$ cat config.mk
export PLATFORM = sky130hd
export DESIGN_NAME = two_point_sensor_calibration
export DESIGN_NICKNAME = d
export VERILOG_FILES = /design/src/rtl/tpsc_pkg.sv /design/src/rtl/two_point_sensor_calibration.sv /design/src/rtl/tpsc_csr.sv /design/src/rtl/tpsc_prep.sv /design/src/rtl/tpsc_div.sv /design/src/rtl/tpsc_post.sv
export SDC_FILE = /design/constraint.sdc
export NUM_CORES = 2
export LEC_CHECK = 0
export BUFFER_PORTS_ARGS = -buffer_cell sky130_fd_sc_hd__buf_2
export CAP_MARGIN = 10
export CORE_AREA = 10 10 507 509
export CTS_CLUSTER_SIZE = 30
export DETAILED_ROUTE_END_ITERATION = 8
export DIE_AREA = 0 0 517 519
export GPL_ROUTABILITY_DRIVEN = 0
export PLACE_DENSITY = 0.47
export REMOVE_ABC_BUFFERS = 1
export SETUP_SLACK_MARGIN = 0.5
export SLEW_MARGIN = 25
export SYNTH_ARGS = -nofsm -noshare
export SYNTH_HDL_FRONTEND = slang
export SYNTH_SLANG_ARGS = --single-unit
$ cat constraint.sdc
create_clock -name clock -period 7.2 [get_ports clock]
set_input_delay 0.72 -clock clock [delete_from_list [all_inputs] [get_ports clock]]
set_output_delay 0.72 -clock clock [all_outputs]
set_load 0.05 [all_outputs]
$ cat src/rtl/tpsc_pkg.sv
// Package for the two-point sensor calibration block: field widths, register
// map, calibration register bundle, lane control struct and pipeline sizing.
// No dependencies.
`timescale 1ns / 1ps
`default_nettype none

package tpsc_pkg;

   localparam int FRACTION_BITS_DEFAULT = 8;
   localparam int FRACTION_BITS_MIN     = 4;
   localparam int FRACTION_BITS_MAX     = 12;

   localparam int RAW_W            = 16;
   localparam int HUM_PCT_W        = 7;
   localparam int TEMP_X8_W        = 10;
   localparam int POINT_W          = 10;
   localparam int TEMP_POINT_SHIFT = 3;
   localparam int HUM_FULL_SCALE   = 100;

   localparam int DY_W   = POINT_W + 1;
   localparam int DX_W   = RAW_W + 1;
   localparam int PROD_W = DY_W + DX_W;
   localparam int PMAG_W = POINT_W + RAW_W;
   localparam int DEN_W  = RAW_W;
   localparam int OUT_W  = 16;

   localparam int CSR_IDX_W  = 3;
   localparam int CSR_DATA_W = 16;

   // stages outside the divider steps: subtract, multiply, scale,
   // divider load, offset add, clamp
   localparam int PIPE_FIXED_STAGES = 6;

   localparam logic ACTION_TEMPERATURE = 1'b1;

   typedef enum logic [CSR_IDX_W-1:0] {
      CSR_HUM_POINT0_PCT  = 3'd0,
      CSR_HUM_POINT1_PCT  = 3'd1,
      CSR_HUM_POINT0_RAW  = 3'd2,
      CSR_HUM_POINT1_RAW  = 3'd3,
      CSR_TEMP_POINT0_X8  = 3'd4,
      CSR_TEMP_POINT1_X8  = 3'd5,
      CSR_TEMP_POINT0_RAW = 3'd6,
      CSR_TEMP_POINT1_RAW = 3'd7
   } csr_index_type;

   typedef struct packed {
      logic        [HUM_PCT_W-1:0] hum_point0_pct;
      logic        [HUM_PCT_W-1:0] hum_point1_pct;
      logic signed [RAW_W-1:0]     hum_point0_raw;
      logic signed [RAW_W-1:0]     hum_point1_raw;
      logic        [TEMP_X8_W-1:0] temp_point0_x8;
      logic        [TEMP_X8_W-1:0] temp_point1_x8;
      logic signed [RAW_W-1:0]     temp_point0_raw;
      logic signed [RAW_W-1:0]     temp_point1_raw;
   } cal_cfg_type;

   localparam cal_cfg_type CFG_RESET = '{
      hum_point0_pct:  7'd0,
      hum_point1_pct:  7'd100,
      hum_point0_raw:  16'sd0,
      hum_point1_raw:  16'sd1,
      temp_point0_x8:  10'd0,
      temp_point1_x8:  10'd8,
      temp_point0_raw: 16'sd0,
      temp_point1_raw: 16'sd1
   };

   // control bits that travel with each request down the pipe
   typedef struct packed {
      logic action;
      logic bad;
      logic qneg;
      logic ovf;
   } lane_ctl_type;

   // quotient bits kept: enough headroom above the scaled offset that a
   // capped quotient still saturates in the right direction
   function automatic int quot_width(input int fraction_bits);
      int span;
      span = (fraction_bits + HUM_PCT_W > OUT_W - 1) ? fraction_bits + HUM_PCT_W : OUT_W - 1;
      return span + 2;
   endfunction

   function automatic int pipe_latency(input int fraction_bits);
      return quot_width(fraction_bits) + PIPE_FIXED_STAGES;
   endfunction

endpackage

`default_nettype wire

$ cat src/rtl/two_point_sensor_calibration.sv
// Top level of the two-point sensor calibration block.
// Depends on tpsc_pkg, tpsc_csr, tpsc_prep, tpsc_div and tpsc_post.
//
// Usage:
//   Configuration: write the eight calibration points through csr_we,
//   csr_index and csr_wdata; a write lands at the clock edge where csr_we is
//   high. Write only while no request is in flight.
//   Requests: drive req_action (0 humidity, 1 temperature) and req_raw_sample
//   with start high; the request is taken at an edge where busy is low.
//   busy is low at all times outside reset, so one request per cycle is taken.
//   Results: rsp_valid strobes for one cycle with rsp_calibrated_value (Q-format
//   with FRACTION_BITS fraction bits), rsp_limited and rsp_divide_error.
//   Pipeline depth is set by the divider, which retires one quotient bit per
//   stage; the other six stages are difference, multiply, scale, divider
//   load, offset add and clamp/saturate.
//   Throughput: one request per cycle, results in request order.
//   Reset: synchronous; flushes every request in flight and restores the
//   calibration registers to their defaults. busy is high during reset.
//   The receiver cannot stall: each result is shown for exactly one cycle.
`timescale 1ns / 1ps
`default_nettype none

module two_point_sensor_calibration #(
   parameter int FRACTION_BITS = tpsc_pkg::FRACTION_BITS_DEFAULT
) (
   input  wire logic                                clock,
   input  wire logic                                reset,
   // request channel
   input  wire logic                                start,
   output logic                                     busy,
   input  wire logic                                req_action,
   input  wire logic signed [tpsc_pkg::RAW_W-1:0]   req_raw_sample,
   // result channel
   output logic                                     rsp_valid,
   output logic signed [tpsc_pkg::OUT_W-1:0]        rsp_calibrated_value,
   output logic                                     rsp_limited,
   output logic                                     rsp_divide_error,
   // configuration
   input  wire logic                                csr_we,
   input  wire logic [tpsc_pkg::CSR_IDX_W-1:0]      csr_index,
   input  wire logic [tpsc_pkg::CSR_DATA_W-1:0]     csr_wdata
);

   localparam int QUOT_W = tpsc_pkg::quot_width(FRACTION_BITS);
   localparam int NUM_W  = tpsc_pkg::PMAG_W + FRACTION_BITS;
   localparam int Y0S_W  = tpsc_pkg::HUM_PCT_W + FRACTION_BITS;

   tpsc_pkg::cal_cfg_type          cfg;
   logic                           accept;

   logic                           prep_valid;
   logic [NUM_W-1:0]               prep_num;
   logic [tpsc_pkg::DEN_W-1:0]     prep_dmag;
   logic [Y0S_W-1:0]               prep_y0s;
   tpsc_pkg::lane_ctl_type         prep_ctl;

   logic                           div_valid;
   logic [QUOT_W-1:0]              div_quot;
   logic [Y0S_W-1:0]               div_y0s;
   tpsc_pkg::lane_ctl_type         div_ctl;

   // the pipe never backs up; hold requests off only while reset flushes it
   assign busy   = reset;
   assign accept = start && !busy;

   tpsc_csr u_csr (
      .clock     (clock),
      .reset     (reset),
      .csr_we    (csr_we),
      .csr_index (csr_index),
      .csr_wdata (csr_wdata),
      .cfg       (cfg)
   );

   // select the channel's points, form the slope product and scale it
   tpsc_prep #(
      .FRACTION_BITS (FRACTION_BITS)
   ) u_prep (
      .clock     (clock),
      .reset     (reset),
      .in_valid  (accept),
      .in_action (req_action),
      .in_raw    (req_raw_sample),
      .cfg       (cfg),
      .out_valid (prep_valid),
      .out_num   (prep_num),
      .out_dmag  (prep_dmag),
      .out_y0s   (prep_y0s),
      .out_ctl   (prep_ctl)
   );

   // magnitude divide; the scaled offset rides along untouched
   tpsc_div #(
      .NUM_W  (NUM_W),
      .QUOT_W (QUOT_W),
      .PASS_W (Y0S_W)
   ) u_div (
      .clock     (clock),
      .reset     (reset),
      .in_valid  (prep_valid),
      .in_num    (prep_num),
      .in_dmag   (prep_dmag),
      .in_pass   (prep_y0s),
      .in_ctl    (prep_ctl),
      .out_valid (div_valid),
      .out_quot  (div_quot),
      .out_pass  (div_y0s),
      .out_ctl   (div_ctl)
   );

   // apply sign and offset, clamp, register the result strobe
   tpsc_post #(
      .FRACTION_BITS (FRACTION_BITS),
      .QUOT_W        (QUOT_W)
   ) u_post (
      .clock       (clock),
      .reset       (reset),
      .in_valid    (div_valid),
      .in_quot     (div_quot),
      .in_y0s      (div_y0s),
      .in_ctl      (div_ctl),
      .out_valid   (rsp_valid),
      .out_value   (rsp_calibrated_value),
      .out_limited (rsp_limited),
      .out_error   (rsp_divide_error)
   );

endmodule

`default_nettype wire

$ cat src/rtl/tpsc_csr.sv
// Calibration register file of the two-point sensor calibration block.
// Depends on tpsc_pkg.
`timescale 1ns / 1ps
`default_nettype none

module tpsc_csr (
   input  wire logic                             clock,
   input  wire logic                             reset,
   input  wire logic                             csr_we,
   input  wire logic [tpsc_pkg::CSR_IDX_W-1:0]   csr_index,
   input  wire logic [tpsc_pkg::CSR_DATA_W-1:0]  csr_wdata,
   output tpsc_pkg::cal_cfg_type                 cfg
);

   tpsc_pkg::cal_cfg_type cfg_ff, cfg_in;

   always_comb begin
      cfg_in = cfg_ff;
      if (csr_we) begin
         unique case (tpsc_pkg::csr_index_type'(csr_index))
            tpsc_pkg::CSR_HUM_POINT0_PCT: begin
               cfg_in.hum_point0_pct = csr_wdata[tpsc_pkg::HUM_PCT_W-1:0];
            end
            tpsc_pkg::CSR_HUM_POINT1_PCT: begin
               cfg_in.hum_point1_pct = csr_wdata[tpsc_pkg::HUM_PCT_W-1:0];
            end
            tpsc_pkg::CSR_HUM_POINT0_RAW: begin
               cfg_in.hum_point0_raw = signed'(csr_wdata[tpsc_pkg::RAW_W-1:0]);
            end
            tpsc_pkg::CSR_HUM_POINT1_RAW: begin
               cfg_in.hum_point1_raw = signed'(csr_wdata[tpsc_pkg::RAW_W-1:0]);
            end
            tpsc_pkg::CSR_TEMP_POINT0_X8: begin
               cfg_in.temp_point0_x8 = csr_wdata[tpsc_pkg::TEMP_X8_W-1:0];
            end
            tpsc_pkg::CSR_TEMP_POINT1_X8: begin
               cfg_in.temp_point1_x8 = csr_wdata[tpsc_pkg::TEMP_X8_W-1:0];
            end
            tpsc_pkg::CSR_TEMP_POINT0_RAW: begin
               cfg_in.temp_point0_raw = signed'(csr_wdata[tpsc_pkg::RAW_W-1:0]);
            end
            tpsc_pkg::CSR_TEMP_POINT1_RAW: begin
               cfg_in.temp_point1_raw = signed'(csr_wdata[tpsc_pkg::RAW_W-1:0]);
            end
            default: begin
               cfg_in = cfg_ff;
            end
         endcase
      end
   end

   always_ff @(posedge clock) begin
      if (reset) begin
         cfg_ff <= tpsc_pkg::CFG_RESET;
      end else begin
         cfg_ff <= cfg_in;
      end
   end

   assign cfg = cfg_ff;

endmodule

`default_nettype wire

$ cat src/rtl/tpsc_prep.sv
// Front of the calibration pipe: point select and differences, slope
// product, magnitude and fixed-point scaling. Depends on tpsc_pkg.
`timescale 1ns / 1ps
`default_nettype none

module tpsc_prep #(
   parameter int FRACTION_BITS = tpsc_pkg::FRACTION_BITS_DEFAULT
) (
   input  wire logic                                       clock,
   input  wire logic                                       reset,
   input  wire logic                                       in_valid,
   input  wire logic                                       in_action,
   input  wire logic signed [tpsc_pkg::RAW_W-1:0]          in_raw,
   input  wire tpsc_pkg::cal_cfg_type                      cfg,
   output logic                                            out_valid,
   output logic [tpsc_pkg::PMAG_W+FRACTION_BITS-1:0]       out_num,
   output logic [tpsc_pkg::DEN_W-1:0]                      out_dmag,
   output logic [tpsc_pkg::HUM_PCT_W+FRACTION_BITS-1:0]    out_y0s,
   output tpsc_pkg::lane_ctl_type                          out_ctl
);

   localparam int NUM_W   = tpsc_pkg::PMAG_W + FRACTION_BITS;
   localparam int Y0S_W   = tpsc_pkg::HUM_PCT_W + FRACTION_BITS;
   localparam int SHIFT_T = FRACTION_BITS - tpsc_pkg::TEMP_POINT_SHIFT;

   // stage A: differences
   logic                                   a_valid_ff;
   logic                                   a_action_ff;
   logic        [tpsc_pkg::POINT_W-1:0]    a_y0_ff, a_y0_in;
   logic signed [tpsc_pkg::DY_W-1:0]       a_dy_ff, a_dy_in;
   logic signed [tpsc_pkg::DX_W-1:0]       a_dx_ff, a_dx_in;
   logic signed [tpsc_pkg::DX_W-1:0]       a_den_ff, a_den_in;
   logic        [tpsc_pkg::POINT_W-1:0]    sel_y1;
   logic signed [tpsc_pkg::RAW_W-1:0]      sel_x0, sel_x1;

   always_comb begin
      if (in_action == tpsc_pkg::ACTION_TEMPERATURE) begin
         a_y0_in = cfg.temp_point0_x8;
         sel_y1  = cfg.temp_point1_x8;
         sel_x0  = cfg.temp_point0_raw;
         sel_x1  = cfg.temp_point1_raw;
      end else begin
         a_y0_in = tpsc_pkg::POINT_W'(cfg.hum_point0_pct);
         sel_y1  = tpsc_pkg::POINT_W'(cfg.hum_point1_pct);
         sel_x0  = cfg.hum_point0_raw;
         sel_x1  = cfg.hum_point1_raw;
      end
      a_dy_in  = signed'({1'b0, sel_y1}) - signed'({1'b0, a_y0_in});
      a_dx_in  = tpsc_pkg::DX_W'(in_raw) - tpsc_pkg::DX_W'(sel_x0);
      a_den_in = tpsc_pkg::DX_W'(sel_x1) - tpsc_pkg::DX_W'(sel_x0);
   end

   always_ff @(posedge clock) begin
      a_action_ff <= in_action;
      a_y0_ff     <= a_y0_in;
      a_dy_ff     <= a_dy_in;
      a_dx_ff     <= a_dx_in;
      a_den_ff    <= a_den_in;
   end

   // stage B: slope product, denominator magnitude
   logic                                   b_valid_ff;
   logic                                   b_action_ff;
   logic        [tpsc_pkg::POINT_W-1:0]    b_y0_ff;
   logic signed [tpsc_pkg::PROD_W-1:0]     b_prod_ff, b_prod_in;
   logic signed [tpsc_pkg::DX_W-1:0]       den_abs;
   logic        [tpsc_pkg::DEN_W-1:0]      b_dmag_ff;
   logic                                   b_den_neg_ff;
   logic                                   b_bad_ff;

   assign b_prod_in = tpsc_pkg::PROD_W'(a_dy_ff) * tpsc_pkg::PROD_W'(a_dx_ff);
   assign den_abs   = a_den_ff[tpsc_pkg::DX_W-1] ? -a_den_ff : a_den_ff;

   always_ff @(posedge clock) begin
      b_action_ff  <= a_action_ff;
      b_y0_ff      <= a_y0_ff;
      b_prod_ff    <= b_prod_in;
      b_dmag_ff    <= den_abs[tpsc_pkg::DEN_W-1:0];
      b_den_neg_ff <= a_den_ff[tpsc_pkg::DX_W-1];
      b_bad_ff     <= (a_den_ff == '0);
   end

   // stage C: magnitude and scaling by the channel's fraction shift
   logic signed [tpsc_pkg::PROD_W-1:0]     prod_abs;
   logic        [tpsc_pkg::PMAG_W-1:0]     pmag;
   logic                                   c_valid_ff;
   logic        [NUM_W-1:0]                c_num_ff, c_num_in;
   logic        [Y0S_W-1:0]                c_y0s_ff, c_y0s_in;
   logic        [tpsc_pkg::DEN_W-1:0]      c_dmag_ff;
   tpsc_pkg::lane_ctl_type                 c_ctl_ff, c_ctl_in;

   assign prod_abs = b_prod_ff[tpsc_pkg::PROD_W-1] ? -b_prod_ff : b_prod_ff;
   assign pmag     = prod_abs[tpsc_pkg::PMAG_W-1:0];

   always_comb begin
      if (b_action_ff == tpsc_pkg::ACTION_TEMPERATURE) begin
         c_num_in = NUM_W'(pmag) << SHIFT_T;
         c_y0s_in = Y0S_W'(b_y0_ff) << SHIFT_T;
      end else begin
         c_num_in = NUM_W'(pmag) << FRACTION_BITS;
         c_y0s_in = Y0S_W'(b_y0_ff) << FRACTION_BITS;
      end
      c_ctl_in.action = b_action_ff;
      c_ctl_in.bad    = b_bad_ff;
      c_ctl_in.qneg   = b_prod_ff[tpsc_pkg::PROD_W-1] ^ b_den_neg_ff;
      c_ctl_in.ovf    = 1'b0;
   end

   always_ff @(posedge clock) begin
      c_num_ff  <= c_num_in;
      c_y0s_ff  <= c_y0s_in;
      c_dmag_ff <= b_dmag_ff;
      c_ctl_ff  <= c_ctl_in;
   end

   always_ff @(posedge clock) begin
      if (reset) begin
         a_valid_ff <= 1'b0;
         b_valid_ff <= 1'b0;
         c_valid_ff <= 1'b0;
      end else begin
         a_valid_ff <= in_valid;
         b_valid_ff <= a_valid_ff;
         c_valid_ff <= b_valid_ff;
      end
   end

   assign out_valid = c_valid_ff;
   assign out_num   = c_num_ff;
   assign out_dmag  = c_dmag_ff;
   assign out_y0s   = c_y0s_ff;
   assign out_ctl   = c_ctl_ff;

endmodule

`default_nettype wire

$ cat src/rtl/tpsc_div.sv
// Pipelined restoring divider of the calibration block: one quotient bit per
// stage; it flags overflow, and tpsc_post caps the quotient. Uses tpsc_pkg.
`timescale 1ns / 1ps
`default_nettype none

module tpsc_div #(
   parameter int NUM_W  = 34,
   parameter int QUOT_W = 17,
   parameter int PASS_W = 15
) (
   input  wire logic                              clock,
   input  wire logic                              reset,
   input  wire logic                              in_valid,
   input  wire logic [NUM_W-1:0]                  in_num,
   input  wire logic [tpsc_pkg::DEN_W-1:0]        in_dmag,
   input  wire logic [PASS_W-1:0]                 in_pass,
   input  wire tpsc_pkg::lane_ctl_type            in_ctl,
   output logic                                   out_valid,
   output logic [QUOT_W-1:0]                      out_quot,
   output logic [PASS_W-1:0]                      out_pass,
   output tpsc_pkg::lane_ctl_type                 out_ctl
);

   localparam int DEN_W = tpsc_pkg::DEN_W;
   localparam int HI_W  = NUM_W - QUOT_W;
   localparam int CMP_W = (HI_W > DEN_W) ? HI_W : DEN_W;

   // stage 0 loads; stages 1..QUOT_W each retire one quotient bit.
   // w holds the unconsumed dividend bits on top and the quotient below.
   logic                             valid_ff [0:QUOT_W];
   logic [DEN_W-1:0]                 r_ff     [0:QUOT_W];
   logic [DEN_W-1:0]                 r_in     [0:QUOT_W];
   logic [QUOT_W-1:0]                w_ff     [0:QUOT_W];
   logic [QUOT_W-1:0]                w_in     [0:QUOT_W];
   logic [DEN_W-1:0]                 dmag_ff  [0:QUOT_W];
   logic [PASS_W-1:0]                pass_ff  [0:QUOT_W];
   tpsc_pkg::lane_ctl_type           ctl_ff   [0:QUOT_W];
   tpsc_pkg::lane_ctl_type           ctl_in0;
   logic [DEN_W:0]                   trial    [1:QUOT_W];
   logic [DEN_W:0]                   diff     [1:QUOT_W];
   logic                             ge       [1:QUOT_W];
   logic [CMP_W-1:0]                 hi_x, den_x;

   // quotient fits in QUOT_W bits exactly when the dividend's top part is
   // below the divisor; then that top part is the first partial remainder
   assign hi_x = CMP_W'(in_num[NUM_W-1:QUOT_W]);
   assign den_x = CMP_W'(in_dmag);

   always_comb begin
      r_in[0]     = hi_x[DEN_W-1:0];
      w_in[0]     = in_num[QUOT_W-1:0];
      ctl_in0     = in_ctl;
      ctl_in0.ovf = (hi_x >= den_x);
      for (int s = 1; s <= QUOT_W; s++) begin
         trial[s] = {r_ff[s-1], w_ff[s-1][QUOT_W-1]};
         diff[s]  = trial[s] - {1'b0, dmag_ff[s-1]};
         ge[s]    = (trial[s] >= {1'b0, dmag_ff[s-1]});
         r_in[s]  = ge[s] ? diff[s][DEN_W-1:0] : trial[s][DEN_W-1:0];
         w_in[s]  = {w_ff[s-1][QUOT_W-2:0], ge[s]};
      end
   end

   always_ff @(posedge clock) begin
      r_ff[0]    <= r_in[0];
      w_ff[0]    <= w_in[0];
      dmag_ff[0] <= in_dmag;
      pass_ff[0] <= in_pass;
      ctl_ff[0]  <= ctl_in0;
      for (int s = 1; s <= QUOT_W; s++) begin
         r_ff[s]    <= r_in[s];
         w_ff[s]    <= w_in[s];
         dmag_ff[s] <= dmag_ff[s-1];
         pass_ff[s] <= pass_ff[s-1];
         ctl_ff[s]  <= ctl_ff[s-1];
      end
   end

   always_ff @(posedge clock) begin
      if (reset) begin
         for (int s = 0; s <= QUOT_W; s++) begin
            valid_ff[s] <= 1'b0;
         end
      end else begin
         valid_ff[0] <= in_valid;
         for (int s = 1; s <= QUOT_W; s++) begin
            valid_ff[s] <= valid_ff[s-1];
         end
      end
   end

   assign out_valid = valid_ff[QUOT_W];
   assign out_quot  = w_ff[QUOT_W];
   assign out_pass  = pass_ff[QUOT_W];
   assign out_ctl   = ctl_ff[QUOT_W];

endmodule

`default_nettype wire

$ cat src/rtl/tpsc_post.sv
// Back of the calibration pipe: signed quotient plus scaled offset, then
// humidity clamp, output saturation and result register. Depends on tpsc_pkg.
`timescale 1ns / 1ps
`default_nettype none

module tpsc_post #(
   parameter int FRACTION_BITS = tpsc_pkg::FRACTION_BITS_DEFAULT,
   parameter int QUOT_W        = 17
) (
   input  wire logic                                       clock,
   input  wire logic                                       reset,
   input  wire logic                                       in_valid,
   input  wire logic [QUOT_W-1:0]                          in_quot,
   input  wire logic [tpsc_pkg::HUM_PCT_W+FRACTION_BITS-1:0] in_y0s,
   input  wire tpsc_pkg::lane_ctl_type                     in_ctl,
   output logic                                            out_valid,
   output logic signed [tpsc_pkg::OUT_W-1:0]               out_value,
   output logic                                            out_limited,
   output logic                                            out_error
);

   localparam int VW    = QUOT_W + 2;
   localparam int Y0S_W = tpsc_pkg::HUM_PCT_W + FRACTION_BITS;
   localparam logic signed [VW-1:0] HUM_TOP = VW'(tpsc_pkg::HUM_FULL_SCALE << FRACTION_BITS);
   localparam logic signed [VW-1:0] OUT_MAX = VW'((1 << (tpsc_pkg::OUT_W - 1)) - 1);
   localparam logic signed [VW-1:0] OUT_MIN = VW'(-(1 << (tpsc_pkg::OUT_W - 1)));
   localparam logic signed [VW-1:0] ZERO    = '0;

   // stage E: offset add
   logic        [QUOT_W-1:0]   q_cap;
   logic signed [VW-1:0]       q_v, y0_v;
   logic                       e_valid_ff;
   logic signed [VW-1:0]       e_val_ff, e_val_in;
   logic                       e_action_ff;
   logic                       e_bad_ff;

   assign q_cap    = in_ctl.ovf ? '1 : in_quot;
   assign q_v      = signed'({{(VW - QUOT_W){1'b0}}, q_cap});
   assign y0_v     = signed'({{(VW - Y0S_W){1'b0}}, in_y0s});
   assign e_val_in = in_ctl.qneg ? (y0_v - q_v) : (y0_v + q_v);

   always_ff @(posedge clock) begin
      e_val_ff    <= e_val_in;
      e_action_ff <= in_ctl.action;
      e_bad_ff    <= in_ctl.bad;
   end

   // stage F: clamp and saturate
   logic signed [VW-1:0]           h_val, s_val;
   logic                           h_lim, s_lim;
   logic                           f_valid_ff;
   logic signed [tpsc_pkg::OUT_W-1:0] f_value_ff, f_value_in;
   logic                           f_limited_ff, f_limited_in;
   logic                           f_error_ff;

   always_comb begin
      h_val = e_val_ff;
      h_lim = 1'b0;
      if (e_action_ff != tpsc_pkg::ACTION_TEMPERATURE) begin
         if (e_val_ff < ZERO) begin
            h_val = ZERO;
            h_lim = 1'b1;
         end else if (e_val_ff > HUM_TOP) begin
            h_val = HUM_TOP;
            h_lim = 1'b1;
         end
      end
      s_val = h_val;
      s_lim = h_lim;
      if (h_val > OUT_MAX) begin
         s_val = OUT_MAX;
         s_lim = 1'b1;
      end else if (h_val < OUT_MIN) begin
         s_val = OUT_MIN;
         s_lim = 1'b1;
      end
      // equal raw points: drop the arithmetic, report zero
      if (e_bad_ff) begin
         f_value_in   = '0;
         f_limited_in = 1'b0;
      end else begin
         f_value_in   = s_val[tpsc_pkg::OUT_W-1:0];
         f_limited_in = s_lim;
      end
   end

   always_ff @(posedge clock) begin
      f_value_ff   <= f_value_in;
      f_limited_ff <= f_limited_in;
      f_error_ff   <= e_bad_ff;
   end

   always_ff @(posedge clock) begin
      if (reset) begin
         e_valid_ff <= 1'b0;
         f_valid_ff <= 1'b0;
      end else begin
         e_valid_ff <= in_valid;
         f_valid_ff <= e_valid_ff;
      end
   end

   assign out_valid   = f_valid_ff;
   assign out_value   = f_value_ff;
   assign out_limited = f_limited_ff;
   assign out_error   = f_error_ff;

endmodule

`default_nettype wire

==> metrics <==
PostCTS Resize Cnt=0; top_reg_cell synth=dfxtp_1; Reg-to-Reg End=u_prep.b_prod_ff[24]; post-synth cell types=74; largest area contributor in the netlist=dfxtp_1; Worst EP arrival=6510 ps; Die ar.=0.268 mm^2; Fin. Hold Viols=0; vias in the first global route=between 30000 and 40000; hold path startpoint=start; initial antenna violation count=3; IO Count=60; post-synthesis mux area share=4.02%; Synth Area in Simple Gates=11.1%; Synth Area in Adders=15.9%; GR Util All Layers=8.99%; r2r setup slk=roughly 1400 ps; Residual DRC=0; Sink Count=1357; Reg clk slew, reported paths=60 ps; largest cells by area after synthesis=dfxtp_1, ha_1, fa_1; Slew Viols, Final=0; ANT nets after route=0; Clock Tree Buf Depth=3; FMAX=roughly 170 MHz; Hold Path Cell Cnt=2; worst reg2reg path startpoint=u_prep.a_dy_ff[7]; Initial Util=22.8%; Chip Height=519 um; Post-Synthesis Cells=5508; Post CTS Setup Buffer Count=0; Post-synth top cells=dfxtp_1, inv_1, nand2_1; Synth Area in Compound Gates=11.1%; P&R area growth vs syn=15.8%; Clk Latency, worst-skew pair=slightly below 800 ps; CTS HTree Levels=4; clock buffer count from CTS=144; Crit Path Category=reg -> reg; mapped cell area=around 0.056 mm^2; worst min-delay path class=in -> reg; DRT Wirelength=122 mm; CP Capture Type=flop; Initial DRC Count=1632; YS warnings=0; final global-route overflow total=0; # fillers=26041; Buffers on Ports=between 50 and 60; share of synthesized registers carrying an async set or reset=0%; setup violators final=0; Period Utilization, post-route=81.1%; largest net degree at the start of global routing=109; Hold EP=u_prep.a_valid_ff; CTS tree=yes; CTS Hold Bufs=0; Post-Synth XOR/XNOR Area=about 4.4%; layout cells sized above 1=9.10%; core area=0.247 mm^2; CTS root buf=clkbuf_16; nets@finish=6240; DP HPWL=94.8 mm; Reg2Reg Depth=18; DR vias/cell=4.07; CP Launch Type=flop; TNS Setup=0 ps; sequential area share after synthesis=48.1%; cell with the most instances after synthesis=dfxtp_1; Max Cap Viol=0; largest family of logic cells by synthesized area=adder cells; Post-synth EDFFs=0; outcome=finished clean; synthesized flop and latch total=between 1000 and 1500; # diodes=0; critical path fanouts, max=17; Synth top area share=48.1%; wire per inst=13.7 um; Period minus WS final=5840 ps; Slew headroom=a little over a third; Std-Cell Rows=183; clk_skew=38.7 ps; detailed-route via count=36389; average cell area after synthesis=just over 10 um^2; first-pass GRT wire length=roughly 200 mm; Worst Tran Pin Value=roughly 940 ps; RSZ-0062 raised after global routing=false; Initial DRT Pass Iterations=5; Horiz. Die Dim=between 500 and 600 um; Crit path required time=7870 ps
[metal layers]
| layer | GRT usage (%) | vias to the layer above | wire (um) |
|---|---|---|---|
| met5 | 0 | - | 0 |
| met4 | 3.46 | 0 | 4450 |
| met1 | 10.3 | 17082 | 51600 |
| met2 | 16.3 | 586 | 61100 |
| li1 | - | 18455 | - |
| met3 | 1.85 | 266 | 4920 |
[logic make-up after synthesis]
kind of cell | Yosys count
compound gates | 951
flops | 1357
mux | 206
xor+xnor | 283
fa+ha+maj | 604
simple gates | 1334
buf+inv | 773
[placed cells by master, fill, tap and decap left out, types with 16 or more instances in the layout]
cell type,count
a21oi_1,309
o21ai_0,194
nand4_1,58
a211oi_1,47
nor2b_1,94
mux2_2,128
o21ai_1,18
buf_2,58
o31ai_1,36
clkbuf_1,22
a31oi_1,28
inv_1,645
xor2_1,113
bufinv_16,17
o21bai_1,19
and3_1,19
ha_1,412
o31a_1,20
nand2b_1,51
or2_2,27
clkbuf_16,146
nand2_1,545
dfxtp_1,1356
clkbuf_8,29
clkinv_2,19
a21o_1,83
mux2i_1,68
and2_1,95
nor3_1,73
o21a_1,51
xnor2_1,170
fa_1,191
o211ai_1,27
nand3b_1,16
nor4_1,24
or3_1,27
nor2_1,237
nand3_1,43
[through the flow]
stage | util [%] | setup WS (ps) | instances | area, um^2 | hold WS (ps)
global placement | 24.4 | 1350 | 8688 | 60300 | 311
global route | 26.4 | 1060 | 8941 | 65400 | 143
CTS | 26.4 | 1320 | 8941 | 65400 | 113
floorplan | - | 2020 | 5380 | 55900 | 310
detailed placement | 24.4 | 1370 | 8688 | 60300 | 312
finish | 26.4 | 1360 | 8941 | 65400 | 177
[state kept, by name, summed over array words and instances, names as in the netlist, 16 cells and up]
| register | flops |
|---|---|
| u_csr.cfg | 98 |
| u_div.ctl_ff | 72 |
| u_div.dmag_ff | 272 |
| u_div.pass_ff | 180 |
| u_div.r_ff | 272 |
| u_div.valid_ff | 18 |
| u_div.w_ff | 231 |
| u_post.e_val_ff | 19 |
| u_post.out_value | 16 |
| u_prep.a_den_ff | 17 |
| u_prep.a_dx_ff | 17 |
| u_prep.b_dmag_ff | 16 |
| u_prep.b_prod_ff | 27 |
| u_prep.out_dmag | 16 |
| u_prep.out_num | 29 |
[critical path, stage by stage (launching register included)]
cell and delay (ps):
dfxtp_1 750, nand2_1 170, fa_1 570, inv_1 50, fa_1 470, fa_1 520, fa_1 540, inv_1 50
fa_1 520, inv_1 40, ha_1 390, a2111oi_0 460, nor4_1 90, o21ai_1 130, a31o_2 230, a31oi_1 150
a41o_1 280, a21oi_1 170, xnor2_1 130
[worst max-delay path by stage]
stage	from	endpoint	slack, ps	depth (start not counted)
4_1_cts	u_prep.a_dy_ff[4]	u_prep.b_prod_ff[24]	1320	18
5_1_grt	u_prep.a_dy_ff[7]	u_prep.b_prod_ff[24]	1060	18
3_5_place_dp	u_prep.a_dy_ff[4]	u_prep.b_prod_ff[24]	1370	18
2_1_floorplan	u_prep.a_dy_ff[10]	u_prep.b_prod_ff[24]	2020	18
6_report	u_prep.a_dy_ff[7]	u_prep.b_prod_ff[24]	1360	18
3_3_place_gp	u_prep.a_dy_ff[4]	u_prep.b_prod_ff[24]	1350	18
[area by class of cell]
| type | count | area [um^2] | area share, % |
|---|---|---|---|
| clock inverters | 56 | 921 | 1.41 |
| multi-input cells | 3378 | 26300 | 40.2 |
| well taps | 3237 | 4050 | 6.19 |
| flip-flops and latches | 1357 | 27200 | 41.5 |
| inverters | 645 | 2420 | 3.70 |
| repair buffers | 71 | 392 | 0.599 |
| clock buffers | 197 | 4140 | 6.32 |
Power is left out: the tool's default activity adds up to more than one toggle a clock period on the data nets, which glitch-free logic cannot reach.
